<file path="config.mk">
export PLATFORM = sky130hd
export DESIGN_NAME = byterun1_bitplane_unpacker
export DESIGN_NICKNAME = d
export VERILOG_FILES = /design/src/bru_pkg.sv /design/src/bru_cfg.sv /design/src/bru_core.sv /design/src/byterun1_bitplane_unpacker.sv
export SDC_FILE = /design/constraint.sdc
export NUM_CORES = 1
export LEC_CHECK = 0
export ABC_AREA = 1
export BUFFER_PORTS_ARGS = -buffer_cell sky130_fd_sc_hd__buf_2
export CORE_AREA = 3 3 140 142
export CTS_CLUSTER_DIAMETER = 150
export DETAILED_ROUTE_END_ITERATION = 7
export DIE_AREA = 0 0 143 145
export HOLD_SLACK_MARGIN = 0.12
export MAX_ROUTING_LAYER = met4
export PLACE_DENSITY = 0.73
export SYNTH_ARGS = -nofsm -noshare
export SYNTH_HDL_FRONTEND = slang
export SYNTH_SLANG_ARGS = --single-unit
</file>
<file path="constraint.sdc">
create_clock -name clk -period 6.9 [get_ports clk]
set_input_delay 0.69 -clock clk [delete_from_list [all_inputs] [get_ports clk]]
set_output_delay 0.69 -clock clk [all_outputs]
set_load 0.05 [all_outputs]
</file>
<file path="src/bru_pkg.sv">
package bru_pkg;

    // Default limits
    localparam int MAX_ROW_BYTES_DEF = 256;
    localparam int MAX_PLANES_DEF    = 32;
    localparam int MAX_ROWS_DEF      = 4096;

    // Configuration port
    localparam int CFG_INDEX_W = 3;
    localparam int CFG_DATA_W  = 13;

    typedef enum logic [CFG_INDEX_W-1:0] {
        REG_ROW_BYTES    = 3'd0,
        REG_PLANE_COUNT  = 3'd1,
        REG_MASK_PRESENT = 3'd2,
        REG_COMPRESSED   = 3'd3,
        REG_ROW_COUNT    = 3'd4
    } bru_reg_t;

    // Control byte that does nothing
    localparam logic [7:0] NOP_CTRL = 8'h80;

    typedef struct packed {
        logic [8:0]  row_bytes;
        logic [5:0]  plane_count;
        logic        mask_present;
        logic        compressed;
        logic [12:0] row_count;
    } bru_cfg_t;

    localparam bru_cfg_t CFG_RESET = '{
        row_bytes:    9'd40,
        plane_count:  6'd5,
        mask_present: 1'b0,
        compressed:   1'b1,
        row_count:    13'd200
    };

    typedef struct packed {
        logic [7:0] body_byte;
        logic       first;
    } bru_body_t;

    typedef struct packed {
        logic [4:0]  plane;
        logic [11:0] row;
        logic [7:0]  column;
        logic [7:0]  value;
        logic [7:0]  count;
        logic        clipped;
    } bru_rec_t;

endpackage

</file>
<file path="src/bru_cfg.sv">
module bru_cfg (
    input  logic                              clk,
    input  logic                              rst_n,
    input  logic                              cfg_write,
    input  logic [bru_pkg::CFG_INDEX_W-1:0]   cfg_index,
    input  logic [bru_pkg::CFG_DATA_W-1:0]    cfg_data,
    output bru_pkg::bru_cfg_t                 cfg
);

    bru_pkg::bru_cfg_t cfg_reg;
    bru_pkg::bru_cfg_t cfg_next;

    always_comb
    begin
        cfg_next = cfg_reg;
        if (cfg_write)
        begin
            unique case (cfg_index)
                bru_pkg::REG_ROW_BYTES:    cfg_next.row_bytes    = cfg_data[8:0];
                bru_pkg::REG_PLANE_COUNT:  cfg_next.plane_count  = cfg_data[5:0];
                bru_pkg::REG_MASK_PRESENT: cfg_next.mask_present = cfg_data[0];
                bru_pkg::REG_COMPRESSED:   cfg_next.compressed   = cfg_data[0];
                bru_pkg::REG_ROW_COUNT:    cfg_next.row_count    = cfg_data[12:0];
                default:                   cfg_next = cfg_reg;
            endcase
        end
    end

    always_ff @(posedge clk or negedge rst_n)
    begin
        if (!rst_n)
        begin
            cfg_reg <= bru_pkg::CFG_RESET;
        end
        else
        begin
            cfg_reg <= cfg_next;
        end
    end

    assign cfg = cfg_reg;

endmodule

</file>
<file path="src/bru_core.sv">
module bru_core #(
    parameter int MAX_ROW_BYTES = bru_pkg::MAX_ROW_BYTES_DEF,
    parameter int MAX_PLANES    = bru_pkg::MAX_PLANES_DEF,
    parameter int MAX_ROWS      = bru_pkg::MAX_ROWS_DEF
) (
    input  logic               clk,
    input  logic               rst_n,
    input  logic               step,
    input  bru_pkg::bru_body_t body,
    input  bru_pkg::bru_cfg_t  cfg,
    output logic               hit,
    output bru_pkg::bru_rec_t  rec
);

    localparam int CW = $clog2(MAX_ROW_BYTES + 1);
    localparam int PW = $clog2(MAX_PLANES + 1);
    localparam int TW = $clog2(MAX_PLANES + 2);
    localparam int RW = $clog2(MAX_ROWS + 1);

    typedef enum logic [1:0] {
        PH_CTRL = 2'd0,
        PH_LIT  = 2'd1,
        PH_REP  = 2'd2
    } phase_t;

    phase_t        phase_reg, phase_next, phase_cur;
    logic [7:0]    run_left_reg, run_left_next, run_left_cur;
    logic [7:0]    run_len_reg, run_len_next, run_len_cur;
    logic [PW-1:0] plane_reg, plane_next, plane_cur;
    logic [RW-1:0] row_reg, row_next, row_cur;
    logic [CW-1:0] col_reg, col_next, col_cur;

    logic [CW-1:0] rb;
    logic [PW-1:0] pc;
    logic [RW-1:0] rows;
    logic [TW-1:0] total;
    logic [TW-1:0] plane_inc;
    logic [CW:0]   rb_x, col_x, col_new, avail;
    logic [7:0]    rep_cnt;
    logic          data_plane, col_lt, wrap;
    logic [7:0]    rec_count;
    logic          rec_clip;

    // Effective register values, saturated to the supported range
    always_comb
    begin
        if (cfg.row_bytes == '0)
            rb = CW'(1);
        else if (32'(cfg.row_bytes) > 32'(MAX_ROW_BYTES))
            rb = CW'(MAX_ROW_BYTES);
        else
            rb = CW'(cfg.row_bytes);

        if (cfg.plane_count == '0)
            pc = PW'(1);
        else if (32'(cfg.plane_count) > 32'(MAX_PLANES))
            pc = PW'(MAX_PLANES);
        else
            pc = PW'(cfg.plane_count);

        if (cfg.row_count == '0)
            rows = RW'(1);
        else if (32'(cfg.row_count) > 32'(MAX_ROWS))
            rows = RW'(MAX_ROWS);
        else
            rows = RW'(cfg.row_count);
    end

    assign total = TW'(pc) + TW'(cfg.mask_present);

    // first restarts position before the byte is used
    always_comb
    begin
        if (body.first)
        begin
            phase_cur    = PH_CTRL;
            run_left_cur = '0;
            run_len_cur  = '0;
            plane_cur    = '0;
            row_cur      = '0;
            col_cur      = '0;
        end
        else
        begin
            phase_cur    = phase_reg;
            run_left_cur = run_left_reg;
            run_len_cur  = run_len_reg;
            plane_cur    = plane_reg;
            row_cur      = row_reg;
            col_cur      = col_reg;
        end
    end

    assign rb_x       = {1'b0, rb};
    assign col_x      = {1'b0, col_cur};
    assign col_lt     = col_x < rb_x;
    assign data_plane = TW'(plane_cur) < TW'(pc);
    assign avail      = col_lt ? (rb_x - col_x) : '0;
    assign rep_cnt    = (32'(run_len_cur) < 32'(avail)) ? run_len_cur : 8'(avail);
    assign plane_inc  = TW'(plane_cur) + TW'(1);

    always_comb
    begin
        phase_next    = phase_cur;
        run_left_next = run_left_cur;
        run_len_next  = run_len_cur;
        col_new       = col_x;
        wrap          = 1'b0;
        hit           = 1'b0;
        rec_count     = 8'd1;
        rec_clip      = 1'b0;

        if (row_cur >= rows)
        begin
            // past the last row: ignored
            hit = 1'b0;
        end
        else if (!cfg.compressed)
        begin
            phase_next    = PH_CTRL;
            run_left_next = '0;
            run_len_next  = '0;
            hit           = col_lt && data_plane;
            col_new       = col_x + 1'b1;
            wrap          = col_new >= rb_x;
        end
        else
        begin
            unique case (phase_cur)
                PH_LIT:
                begin
                    if (col_lt)
                    begin
                        hit      = data_plane;
                        rec_clip = (col_x == rb_x - 1'b1) && (run_left_cur > 8'd1);
                        col_new  = col_x + 1'b1;
                    end
                    run_left_next = (run_left_cur != '0) ? run_left_cur - 1'b1 : '0;
                    if (run_left_next == '0)
                    begin
                        phase_next = PH_CTRL;
                        wrap       = col_new >= rb_x;
                    end
                end
                PH_REP:
                begin
                    rec_count    = rep_cnt;
                    rec_clip     = rep_cnt < run_len_cur;
                    hit          = (rep_cnt != '0) && data_plane;
                    col_new      = col_x + (CW+1)'(rep_cnt);
                    phase_next   = PH_CTRL;
                    run_len_next = '0;
                    wrap         = col_new >= rb_x;
                end
                PH_CTRL:
                begin
                    if (!body.body_byte[7])
                    begin
                        run_left_next = body.body_byte + 8'd1;
                        phase_next    = PH_LIT;
                    end
                    else if (body.body_byte != bru_pkg::NOP_CTRL)
                    begin
                        run_len_next = 8'(9'd257 - {1'b0, body.body_byte});
                        phase_next   = PH_REP;
                    end
                end
                default:
                begin
                    phase_next = PH_CTRL;
                end
            endcase
        end
    end

    // Advance to the next plane row when the row end is reached
    always_comb
    begin
        plane_next = plane_cur;
        row_next   = row_cur;
        col_next   = CW'(col_new);
        if (wrap)
        begin
            col_next = '0;
            if (plane_inc >= total)
            begin
                plane_next = '0;
                row_next   = row_cur + 1'b1;
            end
            else
            begin
                plane_next = PW'(plane_inc);
            end
        end
    end

    always_comb
    begin
        rec.plane   = 5'(32'(plane_cur));
        rec.row     = 12'(32'(row_cur));
        rec.column  = 8'(32'(col_cur));
        rec.value   = body.body_byte;
        rec.count   = rec_count;
        rec.clipped = rec_clip;
    end

    always_ff @(posedge clk or negedge rst_n)
    begin
        if (!rst_n)
        begin
            phase_reg    <= PH_CTRL;
            run_left_reg <= '0;
            run_len_reg  <= '0;
            plane_reg    <= '0;
            row_reg      <= '0;
            col_reg      <= '0;
        end
        else if (step)
        begin
            phase_reg    <= phase_next;
            run_left_reg <= run_left_next;
            run_len_reg  <= run_len_next;
            plane_reg    <= plane_next;
            row_reg      <= row_next;
            col_reg      <= col_next;
        end
    end

endmodule

</file>
<file path="src/byterun1_bitplane_unpacker.sv">
// A body byte waits in the input register; bru_core decodes it into the result register.
// Throughput: one body byte per cycle, sustained while records are taken; the position and
//   run counters in bru_core update on every accepted byte, so consecutive bytes need no gap.
// A byte that yields no record still takes one slot in the input register.
// Reset (rst_n low, asynchronous): both pipeline registers empty, decoder expects a control
//   byte at plane 0, row 0, column 0; configuration returns to its defaults.
module byterun1_bitplane_unpacker #(
    parameter int MAX_ROW_BYTES = bru_pkg::MAX_ROW_BYTES_DEF,
    parameter int MAX_PLANES    = bru_pkg::MAX_PLANES_DEF,
    parameter int MAX_ROWS      = bru_pkg::MAX_ROWS_DEF
) (
    input  logic                            clk,
    input  logic                            rst_n,
    // configuration write port
    input  logic                            cfg_write,
    input  logic [bru_pkg::CFG_INDEX_W-1:0] cfg_index,
    input  logic [bru_pkg::CFG_DATA_W-1:0]  cfg_data,
    // body byte requests
    input  logic                            body_valid,
    output logic                            body_ready,
    input  bru_pkg::bru_body_t              body,
    // write record requests
    output logic                            rec_valid,
    input  logic                            rec_ready,
    output bru_pkg::bru_rec_t               rec
);

    bru_pkg::bru_cfg_t  cfg;

    // Input register: holds one body byte request
    logic               in_valid_reg;
    bru_pkg::bru_body_t in_data_reg;

    // Result register: holds one write record request
    logic               rec_valid_reg;
    bru_pkg::bru_rec_t  rec_data_reg;

    logic               advance;
    logic               hit;
    bru_pkg::bru_rec_t  rec_next;

    // The byte in the input register is decoded as soon as the result
    // register is free or being emptied in the same cycle.
    assign advance    = in_valid_reg && (!rec_valid_reg || rec_ready);
    // Input register refills when empty or when its byte moves on.
    assign body_ready = !in_valid_reg || advance;

    bru_cfg u_cfg (
        .clk       (clk),
        .rst_n     (rst_n),
        .cfg_write (cfg_write),
        .cfg_index (cfg_index),
        .cfg_data  (cfg_data),
        .cfg       (cfg)
    );

    bru_core #(
        .MAX_ROW_BYTES (MAX_ROW_BYTES),
        .MAX_PLANES    (MAX_PLANES),
        .MAX_ROWS      (MAX_ROWS)
    ) u_core (
        .clk   (clk),
        .rst_n (rst_n),
        .step  (advance),
        .body  (in_data_reg),
        .cfg   (cfg),
        .hit   (hit),
        .rec   (rec_next)
    );

    // Control: valid flags
    always_ff @(posedge clk or negedge rst_n)
    begin
        if (!rst_n)
        begin
            in_valid_reg  <= 1'b0;
            rec_valid_reg <= 1'b0;
        end
        else
        begin
            if (body_ready)
            begin
                in_valid_reg <= body_valid;
            end
            if (!rec_valid_reg || rec_ready)
            begin
                rec_valid_reg <= advance && hit;
            end
        end
    end

    // Payload: no reset needed
    always_ff @(posedge clk)
    begin
        if (body_valid && body_ready)
        begin
            in_data_reg <= body;
        end
        if (advance && hit)
        begin
            rec_data_reg <= rec_next;
        end
    end

    assign rec_valid = rec_valid_reg;
    assign rec       = rec_data_reg;

endmodule

</file>
==> results of run 1 <==
==> what timing repair did <==
action | 4_1_cts | 5_1_grt
hold buffers | 1 | 0
endpoints found under the setup margin | 0 | 28
buffers inserted | 0 | 7
resized for setup | 0 | 26
endpoints found under the hold margin | 13 | 0
==> layer usage <==
| metal | GRT usage [%] | share of wire [%] | vias to the layer above |
|---|---|---|---|
| met3 | 5.14 | 6.3 | 65 |
| met4 | 11.8 | 3.9 | 0 |
| li1 | - | - | 4771 |
| met2 | 42.2 | 46 | 345 |
| met1 | 37.6 | 44 | 4418 |
| met5 | - | 0 | - |
==> path summary, 6_finish.rpt <==
check / start / to / depth (start not counted)
max reg2reg: u_cfg.cfg[23] / u_core.row_reg[4] / 43
max in group asynchronous: rst_n / u_core.run_len_reg[6] / 3
min: body[6] / in_data_reg[6] / 1
min reg2reg: u_core.row_reg[3] / u_core.row_reg[3] / 2
min in group asynchronous: rst_n / u_core.col_reg[4] / 2
max: u_cfg.cfg[23] / u_core.row_reg[4] / 43
==> power by group through the flow <==
stage	registers, mW	logic, mW	clock network (mW)
global route	1.15	3.74	0.941
detailed placement	1.13	3.13	0
floorplan	1.32	2.16	0
CTS	1.12	3.15	0.906
global placement	1.13	3.12	0
finish	1.12	3.34	0.901
==> cells in the final DEF (no fill, tap or decap), types with 6 or more instances in the layout <==
| cell | instances |
|---|---|
| a21oi_1 | 89 |
| buf_2 | 72 |
| buf_4 | 38 |
| clkbuf_16 | 18 |
| dfrtp_1 | 70 |
| dfstp_2 | 8 |
| edfxtp_1 | 51 |
| ha_1 | 95 |
| inv_1 | 184 |
| nand2_1 | 363 |
| nand2_2 | 10 |
| nand3_1 | 69 |
| nand4_1 | 13 |
| nor2_1 | 103 |
| nor2_2 | 6 |
| nor3_1 | 18 |
| o211ai_1 | 16 |
| o21ai_0 | 99 |
| o21ai_1 | 14 |
| o22ai_1 | 18 |
| or2_2 | 6 |
| xor2_1 | 34 |
==> worst reg2reg max path, delay by kind of cell, from the launching register on <==
kind	cells	cell delay [ps]
AO/OA/AOI/OAI	7	820
adder cells (fa/ha/maj)	6	1740
AND/OR/NAND/NOR	24	2650
XOR/XNOR	1	250
buffers and inverters	5	530
flip-flops	1	410
==> kinds of logic (layout without fill, tap and decap cells) <==
group	count (synthesis)	after routing	share of synthesized area (%)
simple gates	608	610	25.3
compound gates	267	267	14.7
buf+inv	230	337	8.90
flops	129	129	34.6
fa+ha+maj	100	100	12.5
xor+xnor	40	40	3.61
mux	3	3	0.335
==> per-stage QoR <==
| step | util, % | power, mW | cell area, um2 |
|---|---|---|---|
| 6_report | 62.3 | 5.36 | 11600 |
| 5_1_grt | 62.3 | 5.82 | 11600 |
| 4_1_cts | 61.4 | 5.18 | 11400 |
| 3_5_place_dp | 58.2 | 4.27 | 10800 |
| 3_3_place_gp | 58.2 | 4.25 | 10800 |
| 2_1_floorplan | - | 3.48 | 10100 |
==> final cells by class <==
cell class              instances  area share [%]
clock inverters                12           0.886
flip-flops and latches        129            30.2
well taps                     234            2.53
inverters                     193            6.36
clock buffers                  20            4.04
repair buffers                112            5.84
multi-input cells            1020            50.2
==> reports/metrics.yaml, run 1 <==
hp-class: "input port to flip-flop"
clock_skew_ps: 12.5
yosysMostFrequentCell: "nand2_1"
slowest_delay_ps: 410
wire_per_inst_um: 16.5
htree_levels: 4
combPwrFrac_pct: 62.2
post-route-period-util_pct: 94.5
hold_ws_ps: 434
dr.pass1.iters: 8
row_count: 50
track_usage_pct: 28.2
seq_area_frac_synth_pct: 34.6
ir_worst_vdd_mv: 0.243
fill_cells: 1699
status: "finished clean"
p_clk_share_pct: 16.8
synth-edff-count: 51
wl_um: 28400
critPathArrivalTime_ps: 6830
grt_overflow: 0
synth-seq-cells: 129
die-area_um2: 20700
synth_top_area_share_pct: 17.3
grt_pass1_vias: 8841
required_ps: 7210
seq_power_share_pct: 21.0
hold_viol: 0
setup-tns-final_ps: 0
drv_slew: 0
place_hpwl_um: 21000
drive_gt1_share_pct: 13.6
die_w_um: 143
fmax_mhz: 153
root_buffer: "clkbuf_16"
clk_pin_slew_ps: 60
place_ws_ps: 84.9
tightest_slew_ps: 946
power.switching_mw: 2.68
period_minus_slack_ps: 6520
crit_top_cell: "nand2_1"
nNetsFinal: 1603
cts_made_buffers: 17
via_per_inst: 5.58
synthCells: 1377
yosysWarnings: 0
p_leak_nw: 5.69
clockBufferDepth: 2
drt-initial-drc-count: 670
yosysTopAreaCell: "dfrtp_1"
cts.sinks: 129
cp-start-kind: "flip-flop"
routabilityCongestion: 1.03
die_h_um: 145
setup-violations-final: 0
synth_area_leaders: "dfrtp_1, edfxtp_1, nand2_1"
syn_area_um2: 10100
synth_cell_type_count: 53
grt_pass1_wl_um: 45600
syn2layout_area_growth_pct: 14.6
start_util_pct: 54.4
clock_latency_ps: 430
largest_register_ffs: 42
crit_path_max_fanout: 7
max-slew-margin-rel_pct: 36.8
fin_cells: 1720
swShare_pct: 50.0
power_density_nw_per_um2: 463
cts_tree: "built"
internal_power_mw: 2.68
max_cap_violations: 0
grt_start_max_net_pins: 63
crit_family: "simple AND/OR/NAND/NOR gates"
port_buffers: 73
multi_input_area_um2: 5810
core_area_um2: 18600
rrSetupSlack_ps: 380
async_flop_share_pct: 60.5
worstSetupEndpointType: "flip-flop"
worstSetupPathType: "flip-flop to flip-flop"
drc_errors: 0
synth_flop_cell: "dfrtp_1"
critPathSlowestCell: "dfrtp_1"
synth_common_cells: "nand2_1, inv_1, nor2_1"
pin_count: 74
diodes: 0
regArea_um2: 3490
setup_slack_ps: 380
cp.buffers_inverters: 5
ant_nets: 0
antenna_found_initial: 0
vias: 9599
placed_cells: 1678
synth_fp_nets: 1507
avgSynthCellArea_um2: 7.33
Power figures use the tool's default switching activity.
==> run 2, diff against run 1 <==
- CORE_AREA: 3 3 140 142 -> 2 2 139 141
- DIE_AREA: 0 0 143 145 -> 0 0 141 143
- TNS_END_PERCENT: not set -> 1
==> reports/metrics.yaml, run 2 (synthesis gave the netlist of run 1 again) <==
clockBufferDepth: 2  # unchanged
drive_gt1_share_pct: 13.2  # -0.37 points
clk_pin_slew_ps: 60  # about the same
nNetsFinal: 1599  # -0.25%
worstSetupPathType: "flip-flop to flip-flop"
largest_register_ffs: 42  # unchanged
start_util_pct: 54.4  # unchanged
slowest_delay_ps: 430  # +20 ps
clock_latency_ps: 430  # about the same
cts.sinks: 129  # unchanged
die-area_um2: 20200  # -2.8%
fmax_mhz: 154  # +0.36%
critPathArrivalTime_ps: 6840  # about the same
die_w_um: 141  # -1.4%
grt_pass1_wl_um: 45600  # +0.18%
power_density_nw_per_um2: 462  # -0.31%
grt_pass1_vias: 8847  # +0.068%
final_cell_mix: "nand2_1, inv_1, nor2_1"
drt-initial-drc-count: 740  # +10%
place_hpwl_um: 21000  # about the same
ir_worst_vdd_mv: 0.204  # -16%
mostFrequentLayoutCell: "nand2_1"
crit_start: "u_cfg.cfg[25]"
pin_count: 74  # unchanged
crit_path_max_fanout: 8  # +1
hold_ws_ps: 420  # -14.5 ps
dr.pass1.iters: 5  # -3
status: "finished clean"
hold_viol: 0  # unchanged
routabilityCongestion: 0.980  # -4.8%
diodes: 0  # unchanged
cts_tree: "built"
crit_top_cell: "nand2_1"
vias: 9514  # -0.89%
tightest_slew_ps: 1160  # +217 ps
antenna_found_initial: 0  # unchanged
ctsHoldBuffers: 0  # -1
setup-violations-final: 0  # unchanged
row_count: 50  # unchanged
r2r_end: "u_core.col_reg[8]"
grt_start_max_net_pins: 79  # +25%
syn2layout_area_growth_pct: 14.2
htree_levels: 4  # unchanged
reg2reg_depth: 40  # -7.0%
setup_slack_ps: 403  # +23.5 ps
max_cap_violations: 0  # unchanged
rrSetupSlack_ps: 400  # +20 ps
track_usage_pct: 29.6  # +1.5 points
max-slew-margin-rel_pct: 22.3  # -15 points
via_per_inst: 5.54  # -0.65%
setup.worst_path.end: "u_core.col_reg[8]"
wl_um: 28500  # about the same
post-route-period-util_pct: 94.2  # -0.34 points
wire_per_inst_um: 16.6  # +0.28%
hp-class: "input port to asynchronous set/reset pin"
die_h_um: 143  # -1.4%
core_area_um2: 18600  # unchanged
place_ws_ps: 86.4  # +1.56 ps
worstSetupEndpointType: "flip-flop"
p_leak_nw: 5.65  # -0.74%
critPathSlowestCell: "dfrtp_1"
clock_skew_ps: 13.7  # +1.16 ps
r2r-start: "u_cfg.cfg[25]"
grt_overflow: 0  # unchanged
drc_errors: 0  # unchanged
ant_nets: 0  # unchanged
cp-start-kind: "flip-flop"
required_ps: 7240  # +30 ps
cts_made_buffers: 17  # unchanged
period_minus_slack_ps: 6500  # -23.5 ps
drv_slew: 0  # unchanged
root_buffer: "clkbuf_16"
port_buffers: 73  # unchanged
total_power_mw: 5.33  # -0.70%
run 2: power breakdown:
group | leakage (nW) | switching (mW) | internal, mW | total, mW
combinational | 3.91 | 2.19 | 1.12 | 3.31
sequential | 1.47 | 0.107 | 1.02 | 1.13
clock | 0.277 | 0.361 | 0.528 | 0.889
run 2: how the worst min path moves through the flow:
stage	endpoint	cells past startpoint	slack (ps)
5_1_grt	in_data_reg[3]	1	430
2_1_floorplan	in_valid_reg	0	390
6_report	u_cfg.cfg[11]	1	420
4_1_cts	in_data_reg[6]	1	430
3_3_place_gp	u_core.row_reg[1]	2	460
3_5_place_dp	u_core.row_reg[8]	2	470
run 2: cell type report:
class	count	area, um2
flip-flops and latches	129	3490
clock buffers	21	472
clock inverters	11	103
fillers	1684	7050
well taps	234	293
inverters	193	731
multi-input cells	1020	5800
repair buffers	108	634
run 2: timing repair:
item | in CTS | in global routing
endpoints found under the hold margin | 0 | 0
gates resized for setup | 0 | 23
buffers inserted | 0 | 7
setup endpoints to repair | 0 | 28
run 2: routing by layer:
layer	wire length [um]	share of wire [%]	global-route usage, %
met5	0	0	-
met2	13000	46	45.5
met3	1530	5.4	3.92
met4	1120	3.9	13.3
met1	12800	45	39.4
run 2: metrics by stage:
| step | cells | TNS, ps | area, um2 | utilization (%) |
|---|---|---|---|---|
| 6_report | 1716 | 0 | 11500 | 62.0 |
| 3_5_place_dp | 1675 | 0 | 10800 | 58.1 |
| 3_3_place_gp | 1675 | 0 | 10800 | 58.1 |
| 4_1_cts | 1707 | 0 | 11400 | 61.2 |
| 5_1_grt | 1716 | -2060 | 11500 | 62.0 |
| 2_1_floorplan | 1377 | 0 | 10100 | - |
run 2: critical path: cells and delay by family (launching register included):
kind	cells	cell delay [ps]
and+or+nand+nor	18	2210
AOI/OAI and AO/OA	12	1570
adders and majority gates	5	1570
DFF	1	430
buffers and inverters	4	410
xor gates and xnor gates	1	250
==> run 3, diff against run 2 <==
- BUFFER_PORTS_ARGS: -buffer_cell sky130_fd_sc_hd__buf_2 -> not set
- DONT_BUFFER_PORTS: not set -> 1
- PLACE_DENSITY: 0.73 -> 0.69
==> reports/metrics.yaml, run 3 (synthesis gave the netlist of run 1 again) <==
root_buffer: "clkbuf_16"
place_hpwl_um: 20400  # -2.7%
clock_latency_ps: 430  # about the same
clockBufferDepth: 2  # unchanged
crit_path_max_fanout: 13  # +5
tightest_slew_ps: 935  # -228 ps
via_per_inst: 5.63  # +1.6%
cts.sinks: 129  # unchanged
nNetsFinal: 1522  # -4.8%
wire_per_inst_um: 16.8  # +1.1%
clk_pin_slew_ps: 70  # about the same
mostFrequentLayoutCell: "nand2_1"
rrSetupSlack_ps: 360  # -40 ps
setup_slack_ps: 362  # -41.3 ps
cts_made_buffers: 17  # unchanged
dr.pass1.iters: 6  # +1
critPathArrivalTime_ps: 6860  # +20 ps
drive_gt1_share_pct: 8.90  # -4.3 points
antenna_found_initial: 0  # unchanged
max_cap_violations: 0  # unchanged
ant_nets: 0  # unchanged
grt_pass1_wl_um: 44800  # -1.8%
max-slew-margin-rel_pct: 37.6  # +15 points
die_h_um: 143  # unchanged
grt_overflow: 0  # unchanged
place_ws_ps: 56.5  # -29.9 ps
final_cell_mix: "nand2_1, inv_1, nor2_1"
pin_count: 74  # unchanged
drc_errors: 0  # unchanged
post-route-period-util_pct: 94.8  # +0.60 points
worstSetupPathType: "flip-flop to flip-flop"
p_leak_nw: 5.36  # -5.1%
reg2reg_depth: 43  # +7.5%
die-area_um2: 20200  # unchanged
r2r_end: "u_core.row_reg[4]"
largest_register_ffs: 42  # unchanged
cts_tree: "built"
fmax_mhz: 153  # -0.63%
die_w_um: 141  # unchanged
syn2layout_area_growth_pct: 10.7
drt-initial-drc-count: 610  # -18%
slowest_delay_ps: 440  # about the same
critPathSlowestCell: "dfrtp_2"
hold_viol: 0  # unchanged
drv_slew: 0  # unchanged
fill_cells: 1717  # +2.0%
diodes: 0  # unchanged
crit_top_cell: "nand2_1"
vias: 9231  # -3.0%
status: "finished clean"
cp-start-kind: "flip-flop"
required_ps: 7220  # -20 ps
r2r-start: "u_cfg.cfg[28]"
grt_start_max_net_pins: 79  # unchanged
track_usage_pct: 28.9  # -0.70 points
total_power_mw: 5.27  # -1.0%
ir_worst_vdd_mv: 0.231  # +14%
grt_pass1_vias: 8784  # -0.71%
period_minus_slack_ps: 6540  # +41.3 ps
port_buffers: 0  # -100%
htree_levels: 4  # unchanged
row_count: 50  # unchanged
final_util_pct: 60.1  # -1.9 points
clock_skew_ps: 12.2  # -1.48 ps
start_util_pct: 54.4  # unchanged
power_density_nw_per_um2: 472  # +2.1%
routabilityCongestion: 1.00  # +2.1%
wl_um: 27500  # -3.4%
worstSetupEndpointType: "flip-flop"
core_area_um2: 18600  # unchanged
setup-violations-final: 0  # unchanged
hp-class: "input port to asynchronous set/reset pin"
run 3: critical path: cells and delay by family, from the launching register on:
kind | cells | cell delay [ps]
flip-flops | 1 | 440
adder cells (fa/ha/maj) | 6 | 1760
AND/OR/NAND/NOR | 24 | 2510
AO/OA/AOI/OAI | 7 | 850
buffers and inverters | 5 | 570
XOR/XNOR | 1 | 300
run 3: area by class of cell:
class | count | area (um2) | share of cell area (%)
Sequential cell | 129 | 3490 | 31.3
Clock buffer | 19 | 433 | 3.87
Timing Repair Buffer | 33 | 280 | 2.51
Tap cell | 234 | 293 | 2.62
Clock inverter | 13 | 153 | 1.37
Multi-Input combinational cell | 1018 | 5790 | 51.8
Inverter | 193 | 731 | 6.54
run 3: what timing repair did:
action                     4_1_cts  5_1_grt
hold endpoints to repair        78        0
setup endpoints to repair        0       28
setup buffers                    0        5
hold buffers                     1        0
gates resized for setup          0       28
run 3: report_power, final:
group	switching, mW	internal (mW)
registers	0.325	1.02
logic	1.93	1.08
clock network	0.375	0.539
total	2.63	2.64
run 3: worst max path at each step:
stage	cells past startpoint	slack, ps	from	endpoint
2_1_floorplan	47	670	in_data_reg[0]	u_core.row_reg[10]
3_3_place_gp	44	260	u_cfg.cfg[28]	u_core.row_reg[8]
3_5_place_dp	43	60	u_cfg.cfg[28]	u_core.row_reg[8]
4_1_cts	43	4	u_cfg.cfg[28]	u_core.row_reg[8]
5_1_grt	44	-90	u_cfg.cfg[28]	u_core.row_reg[12]
6_report	43	360	u_cfg.cfg[28]	u_core.row_reg[4]
run 3: per-stage QoR:
stage	instances	hold slack (ps)	TNS (ps)	area (um2)
final	1639	147	0	11200
after global routing	1639	186	-916	11200
after CTS	1634	169	0	11000
after detailed placement	1601	398	0	10400
after global placement	1601	398	0	10400
after floorplan	1377	394	0	10100
run 3: per-layer routing:
layer	vias to the layer above	global-route usage (%)	part of all wire, %
met2	282	46.4	47
met5	-	-	0
met4	0	10.8	3.0
met1	4290	36.9	44
li1	4601	-	-
met3	58	5.33	5.7
